### config.mk
export PLATFORM = sky130hd
export DESIGN_NAME = keyed_tag_field_extractor
export DESIGN_NICKNAME = d
export VERILOG_FILES = /design/src/design/kte_pkg.sv /design/src/design/kte_scan.sv /design/src/design/kte_queue.sv /design/src/design/keyed_tag_field_extractor.sv
export SDC_FILE = /design/constraint.sdc
export NUM_CORES = 1
export LEC_CHECK = 0
export BUFFER_PORTS_ARGS = -buffer_cell sky130_fd_sc_hd__buf_2
export CAP_MARGIN = 40
export CORE_ASPECT_RATIO = 0.8
export CORE_MARGIN = 1
export CORE_UTILIZATION = 53
export CTS_CLUSTER_DIAMETER = 120
export DETAILED_ROUTE_END_ITERATION = 16
export PLACE_DENSITY = 0.7
export SYNTH_ARGS = -nofsm -noshare
export SYNTH_HDL_FRONTEND = slang
export SYNTH_SLANG_ARGS = --single-unit
### constraint.sdc
create_clock -name clk -period 5.7 [get_ports clk]
set_input_delay 1.14 -clock clk [delete_from_list [all_inputs] [get_ports clk]]
set_output_delay 1.14 -clock clk [all_outputs]
set_load 0.02 [all_outputs]
### src/design/kte_pkg.sv
// ----------------------------------------------------------------------------
// kte_pkg
// Shared types and constants of the keyed tag field extractor.
// ----------------------------------------------------------------------------
package kte_pkg;

  localparam int KEY_BYTES   = 16;
  localparam int MAX_CAPTURE = 99;
  localparam int Q_DEPTH     = 4;

  localparam int FILL_W  = $clog2(KEY_BYTES + 1);
  localparam int IDX_W   = (KEY_BYTES > 1) ? $clog2(KEY_BYTES) : 1;
  localparam int CAP_W   = 7;
  localparam int Q_PTR_W = (Q_DEPTH > 1) ? $clog2(Q_DEPTH) : 1;
  localparam int Q_CNT_W = $clog2(Q_DEPTH + 1);

  localparam logic [7:0] CH_GT = 8'h3E;
  localparam logic [7:0] CH_LT = 8'h3C;
  localparam logic [7:0] CH_NL = 8'h0A;

  // configuration register indexes
  localparam logic [1:0] REG_KEY_LOW  = 2'd0;
  localparam logic [1:0] REG_KEY_HIGH = 2'd1;
  localparam logic [1:0] REG_KEY_LEN  = 2'd2;
  localparam logic [1:0] REG_TAG_CNT  = 2'd3;

  typedef struct packed {
    logic [7:0] data_byte;
    logic       end_of_stream;
  } in_t;

  typedef struct packed {
    logic [7:0] out_byte;
    logic       last;
    logic       found;
  } out_t;

  typedef struct packed {
    logic push;
    out_t data;
  } push_t;

endpackage

### src/design/kte_scan.sv
// ----------------------------------------------------------------------------
// kte_scan
// Front end: key search window, tag counting and field capture; emits at most
// one result per accepted byte toward the queue.
// ----------------------------------------------------------------------------
module kte_scan import kte_pkg::*; (
  input  logic        clk,
  input  logic        rst,
  input  logic        cfg_write,
  input  logic [1:0]  cfg_index,
  input  logic [63:0] cfg_data,
  input  logic        accept,
  input  in_t         in_data,
  output push_t       res
);

  localparam logic [1:0] PH_SEARCH  = 2'd0;
  localparam logic [1:0] PH_COUNT   = 2'd1;
  localparam logic [1:0] PH_CAPTURE = 2'd2;
  localparam logic [1:0] PH_DONE    = 2'd3;

  logic [63:0]      key_low;
  logic [63:0]      key_high;
  logic [4:0]       key_len;
  logic [7:0]       tag_cnt;

  logic [7:0]       window [KEY_BYTES];
  logic [7:0]       window_next [KEY_BYTES];
  logic [FILL_W-1:0] fill;
  logic [FILL_W-1:0] fill_next;
  logic [1:0]       phase;
  logic [1:0]       phase_next;
  logic [7:0]       tags;
  logic [7:0]       tags_next;
  logic [7:0]       tags_inc;
  logic [CAP_W-1:0] cap;
  logic [CAP_W-1:0] cap_next;

  logic [127:0]      key_all;
  logic [FILL_W-1:0] key_n;
  logic              mismatch;
  logic              match;
  logic              emit;
  logic              success;
  logic [7:0]        b;
  logic              eos;

  assign b       = in_data.data_byte;
  assign eos     = in_data.end_of_stream;
  assign key_all = {key_high, key_low};

  always_ff @(posedge clk) begin
    if (rst) begin
      key_low  <= '0;
      key_high <= '0;
      key_len  <= 5'd1;
      tag_cnt  <= 8'd1;
    end else if (cfg_write) begin
      unique case (cfg_index)
        REG_KEY_LOW:  key_low  <= cfg_data;
        REG_KEY_HIGH: key_high <= cfg_data;
        REG_KEY_LEN:  key_len  <= cfg_data[4:0];
        REG_TAG_CNT:  tag_cnt  <= cfg_data[7:0];
        default: ;
      endcase
    end
  end

  // effective key length, clamped to 1..KEY_BYTES
  always_comb begin
    if (key_len == 5'd0) begin
      key_n = FILL_W'(1);
    end else if (key_len > 5'(KEY_BYTES)) begin
      key_n = FILL_W'(KEY_BYTES);
    end else begin
      key_n = FILL_W'(key_len);
    end
  end

  always_comb begin
    window_next[0] = b;
    for (int j = 1; j < KEY_BYTES; j++) begin
      window_next[j] = window[j-1];
    end
  end

  assign fill_next = (fill < FILL_W'(KEY_BYTES)) ? fill + FILL_W'(1) : fill;

  // key byte i sits at window position n-1-i (position 0 is the newest byte)
  always_comb begin
    mismatch = 1'b0;
    for (int i = 0; i < KEY_BYTES; i++) begin
      if (FILL_W'(i) < key_n) begin
        if (window_next[IDX_W'(key_n - FILL_W'(1) - FILL_W'(i))] != key_all[8*i +: 8]) begin
          mismatch = 1'b1;
        end
      end
    end
  end

  assign match    = (fill_next >= key_n) && !mismatch;
  assign tags_inc = (tags != 8'hFF) ? tags + 8'd1 : tags;

  always_comb begin
    phase_next = phase;
    tags_next  = tags;
    cap_next   = cap;
    emit       = 1'b0;
    success    = 1'b0;
    unique case (phase)
      PH_SEARCH: begin
        if (match) begin
          phase_next = PH_COUNT;
          tags_next  = 8'd0;
        end
      end
      PH_COUNT: begin
        if (b == CH_GT) begin
          tags_next = tags_inc;
          if (tags_inc == tag_cnt) begin
            phase_next = PH_CAPTURE;
            cap_next   = '0;
          end
        end
      end
      PH_CAPTURE: begin
        if (cap == '0) begin
          emit     = 1'b1;
          cap_next = CAP_W'(1);
        end else if (b == CH_LT) begin
          success    = 1'b1;
          phase_next = PH_DONE;
        end else if (cap < CAP_W'(MAX_CAPTURE)) begin
          emit     = 1'b1;
          cap_next = cap + CAP_W'(1);
        end
      end
      default: ;
    endcase
  end

  // success wins over end of stream; a finished stream ends silently
  always_comb begin
    res = '0;
    if (success) begin
      res.push          = accept;
      res.data.out_byte = CH_NL;
      res.data.last     = 1'b1;
      res.data.found    = 1'b1;
    end else if (eos) begin
      res.push          = accept && (phase != PH_DONE);
      res.data.last     = 1'b1;
    end else if (emit) begin
      res.push          = accept;
      res.data.out_byte = b;
    end
  end

  always_ff @(posedge clk) begin
    if (rst) begin
      fill  <= '0;
      phase <= PH_SEARCH;
      tags  <= '0;
      cap   <= '0;
    end else if (accept) begin
      if (eos) begin
        fill  <= '0;
        phase <= PH_SEARCH;
        tags  <= '0;
        cap   <= '0;
      end else begin
        if (phase == PH_SEARCH) begin
          fill <= fill_next;
        end
        phase <= phase_next;
        tags  <= tags_next;
        cap   <= cap_next;
      end
    end
  end

  // window bytes beyond fill are never compared, so no reset needed
  always_ff @(posedge clk) begin
    if (accept && (phase == PH_SEARCH)) begin
      for (int j = 0; j < KEY_BYTES; j++) begin
        window[j] <= window_next[j];
      end
    end
  end

endmodule

### src/design/kte_queue.sv
// ----------------------------------------------------------------------------
// kte_queue
// Back end: short result queue that drives the output channel, so the
// scanner and the consumer stall independently.
// ----------------------------------------------------------------------------
module kte_queue import kte_pkg::*; (
  input  logic  clk,
  input  logic  rst,
  input  push_t res,
  output logic  full,
  output logic  out_valid,
  input  logic  out_stall,
  output out_t  out_data
);

  out_t               entries [Q_DEPTH];
  logic [Q_PTR_W-1:0] wr_ptr;
  logic [Q_PTR_W-1:0] rd_ptr;
  logic [Q_CNT_W-1:0] count;
  logic               pop;

  assign full      = (count == Q_CNT_W'(Q_DEPTH));
  assign out_valid = (count != '0);
  assign out_data  = entries[rd_ptr];
  assign pop       = out_valid && !out_stall;

  always_ff @(posedge clk) begin
    if (res.push) begin
      entries[wr_ptr] <= res.data;
    end
  end

  always_ff @(posedge clk) begin
    if (rst) begin
      wr_ptr <= '0;
      rd_ptr <= '0;
      count  <= '0;
    end else begin
      if (res.push) begin
        wr_ptr <= (wr_ptr == Q_PTR_W'(Q_DEPTH - 1)) ? '0 : wr_ptr + Q_PTR_W'(1);
      end
      if (pop) begin
        rd_ptr <= (rd_ptr == Q_PTR_W'(Q_DEPTH - 1)) ? '0 : rd_ptr + Q_PTR_W'(1);
      end
      if (res.push && !pop) begin
        count <= count + Q_CNT_W'(1);
      end else if (pop && !res.push) begin
        count <= count - Q_CNT_W'(1);
      end
    end
  end

endmodule

### src/design/keyed_tag_field_extractor.sv
// ----------------------------------------------------------------------------
// keyed_tag_field_extractor
// Finds a key in a byte stream, skips to the n-th '>' after it and returns the
// field bytes up to the next '<', closed by a newline marked last and found.
// ----------------------------------------------------------------------------
// One byte is taken per cycle while the input is not stalled; the key compare
// over the 16-byte window, tag counting and capture decisions all finish in
// the accepting cycle. Each result is registered into a 4-entry queue that
// drives the output. Input stalls only while that queue is full, so with the
// output never stalled the block sustains one byte per clock. Configuration is
// written through cfg_write/cfg_index/cfg_data while the block is idle.
module keyed_tag_field_extractor import kte_pkg::*; (
  input  logic        clk,
  input  logic        rst,
  input  logic        cfg_write,
  input  logic [1:0]  cfg_index,
  input  logic [63:0] cfg_data,
  input  logic        in_valid,
  output logic        in_stall,
  input  in_t         in_data,
  output logic        out_valid,
  input  logic        out_stall,
  output out_t        out_data
);

  push_t res;
  logic  full;
  logic  accept;

  assign in_stall = full;
  assign accept   = in_valid && !full;

  kte_scan u_scan (
    .clk       (clk),
    .rst       (rst),
    .cfg_write (cfg_write),
    .cfg_index (cfg_index),
    .cfg_data  (cfg_data),
    .accept    (accept),
    .in_data   (in_data),
    .res       (res)
  );

  kte_queue u_queue (
    .clk       (clk),
    .rst       (rst),
    .res       (res),
    .full      (full),
    .out_valid (out_valid),
    .out_stall (out_stall),
    .out_data  (out_data)
  );

`ifndef SYNTH
  a_found_is_newline: assert property (@(posedge clk) disable iff (rst)
    out_valid && out_data.found |-> out_data.last && (out_data.out_byte == CH_NL))
    else $error("found result without closing newline");

  a_notfound_zero: assert property (@(posedge clk) disable iff (rst)
    out_valid && out_data.last && !out_data.found |-> (out_data.out_byte == 8'h00))
    else $error("not-found result with nonzero byte");

  a_push_shows: assert property (@(posedge clk) disable iff (rst)
    res.push && !out_valid |=> out_valid)
    else $error("queued result not presented");

  a_no_push_full: assert property (@(posedge clk) disable iff (rst)
    full |-> !res.push)
    else $error("push into full queue");
`endif

endmodule

==> results.json <==
{
  "cp_num_buf_inv": 2,
  "cts_num_sinks": 332,
  "fin_tns_setup_ns": 0,
  "cp_top_family": "simple AND/OR/NAND/NOR gates",
  "max-clock-path-buffers": 3,
  "ys_seq_area_share_pct": 39.1,
  "clock_latency_ns": 0.56,
  "tritoncts": "yes",
  "status": "finished clean",
  "worstPathCellList": "nor4_4 > nor2_8 > ha_1 > xnor2_2 > ha_1 > a31oi_1 > xnor2_2 > buf_4 > mux4_2 > xor2_1 > o21ai_0 > nor4_1 > buf_4 > o221ai_1 > or4b_4 > o21a_1 > o211a_1 > a41o_1",
  "drive_above_1_share_pct": 19.6,
  "synth_cell_type_count": 76,
  "gr-total-overflow": 0,
  "rsz0062_at_grt": "false",
  "final_util_pct": 61.2,
  "synthTopCellsByCount": "325 x nand2_1, 200 x a21oi_1, 172 x dfxtp_1",
  "fin_nets": 2341,
  "synth.most_common_cell": "nand2_1",
  "grtUsageTotal_pct": 37.9,
  "root_buffer": "clkbuf_16",
  "antenna_found_initial": 5,
  "cp_max_fo": 11,
  "cts_hold_buf": 0,
  "fin_crit_ns": 5.46,
  "dr.pass1.iters": 7,
  "rows": 64,
  "portBuffers": 91,
  "fillCellCount": 3270,
  "syn_inst": 2157,
  "synth_top_area_cell": "edfxtp_1",
  "path_class": "reg -> reg",
  "timing.hold.ws_ns": 0.473,
  "crit_slowest_cell": "xnor2_2",
  "p_per_area_nw_per_um2": 351,
  "slew_headroom_pct": 36.9,
  "synthArstFlopShare_pct": 0,
  "htree_num_levels": 2,
  "syn_avg_cell_area_um2": 9.79,
  "gp_congestion": 1.04,
  "grt_max_degree": 110,
  "place_ws_ns": 0.290,
  "synthFlopType": "dfxtp_1",
  "syn_to_final_growth_pct": 12.3,
  "clock.fmax_mhz": 183,
  "synth_nets": 2264,
  "fp.dieH_um": 181,
  "synthTopCellsByArea": "edfxtp_1 23%, dfxtp_1 16%, mux4_2 13%",
  "required_ns": 6.13,
  "viasPerCell": 6.77,
  "die_width_um": 225,
  "cp-start-kind": "flip-flop",
  "hold_class": "reg -> reg",
  "slew_violations": 0,
  "grt_pass1_vias": 17112,
  "leakage_nw": 9.03,
  "finalWorstSetupSlack_ns": 0.239,
  "cts_buffers": 37,
  "routed_wl_mm": 77.6,
  "grt_pass1_wl_mm": 114,
  "core_um2": 38800,
  "period_share_pct": 95.8,
  "die_area_um2": 40600,
  "vias": 18900,
  "synth.cell_area_um2": 21100,
  "multiInputGateArea_um2": 11900,
  "wl_per_cell_um": 27.8,
  "skew_ns": 0.0230,
  "worst_path_largest_cell_delay_ns": 0.69,
  "antenna_cells": 0,
  "synth_top_cell_area_share_pct": 22.8,
  "setup_violations": 0,
  "critPathArrivalTime_ns": 5.90,
  "drc": 0,
  "first_iter_violations": 2628,
  "peakVddDrop_mv": 0.271,
  "floorplan.initialDensity_pct": 54.5,
  "final_antenna_net_count": 0,
  "worstMarginPinSlew_ns": 0.941,
  "seqCellArea_um2": 8250,
  "path_clk_slew_ns": 0.07,
  "hold_violations": 0,
  "worstSetupEndpointType": "flip-flop",
  "dp_hpwl_mm": 57.1,
  "maxCapViolCount": 0,
  "io_pins": 92,
  "synth_seq_cells": 332,
  "ys.warnings.count": 0,
  "synth_edf_count": 160
}
## power breakdown
group,switching (W),internal [W],total [W]
clock network,0.00105,0.00140,0.00245
logic,0.00160,0.00111,0.00271
registers,0.000325,0.00285,0.00317
total,0.00297,0.00536,0.00833
## sequential cells by signal (all words and copies together) (netlist names), named ones only
signal           flops
u_queue.count        3
u_queue.entries     40
u_queue.rd_ptr       2
u_queue.wr_ptr       2
u_scan.cap           7
u_scan.fill          5
u_scan.key_high     64
u_scan.key_len       5
u_scan.key_low      64
u_scan.phase         2
u_scan.tag_cnt       8
u_scan.tags          8
u_scan.window      120
## through the flow
step	power [W]	cells	instance area (µm²)
after global placement	0.00578	2719	22500
after CTS	0.00824	2790	23700
after floorplan	0.00481	2157	21100
after detailed placement	0.00581	2722	22500
after global routing	0.00860	2791	23700
final	0.00833	2791	23700
## cell usage in the layout, fill, tap and decap left out, types with 38 or more instances in the layout
cell	instances
a21oi_1	200
a22oi_1	48
buf_2	91
buf_4	95
clkbuf_16	38
dfxtp_1	172
edfxtp_1	160
inv_1	104
mux2i_1	78
mux4_2	122
nand2_1	325
nand3_1	75
nand4_1	56
nor2_1	48
nor3_1	53
o21ai_0	62
xnor2_1	72
xor2_1	64
## per-layer routing
metal  GRT usage [%]  wire [µm]
met1            58.8      33900
met2            51.2      31400
met3            11.0      10400
met4            8.98       1870
met5               0          0
## worst min-delay path: stages (launching register included)
cell and delay [ns]:
dfxtp_1 0.32, nand2_1 0.06, a21oi_1 0.05
## cells by family after synthesis
logic type	synth area share (%)
AND/OR/NAND/NOR	15.4
AO/OA/AOI/OAI	14.3
flip-flops	39.1
buffers and inverters	5.07
multiplexers	18.4
XOR/XNOR	6.14
adder cells (fa/ha/maj)	1.64
## path summary, 6_finish.rpt
check                          start                 end  slack, ns  cells after the start
hold / removal    u_scan.key_low[19]  u_scan.key_low[19]       0.47                      2
setup / recovery   u_scan.key_len[1]      u_scan.tags[1]       0.24                     18
setup reg to reg   u_scan.key_len[1]      u_scan.tags[1]       0.24                     18
hold reg to reg   u_scan.key_low[19]  u_scan.key_low[19]       0.47                      2
## repair_timing
item / CTS / global route
buffers inserted: 0 / 0
setup endpoints to repair: 0 / 10
gates resized for setup: 0 / 1
## layout make-up
class,count,share of cell area (%)
Sequential cell,332,34.8
Tap cell,528,2.79
Timing Repair Buffer,193,5.42
Clock inverter,22,0.923
Multi-Input combinational cell,1560,50.1
Inverter,110,1.75
Clock buffer,46,4.22
Power figures use the tool's default switching activity.
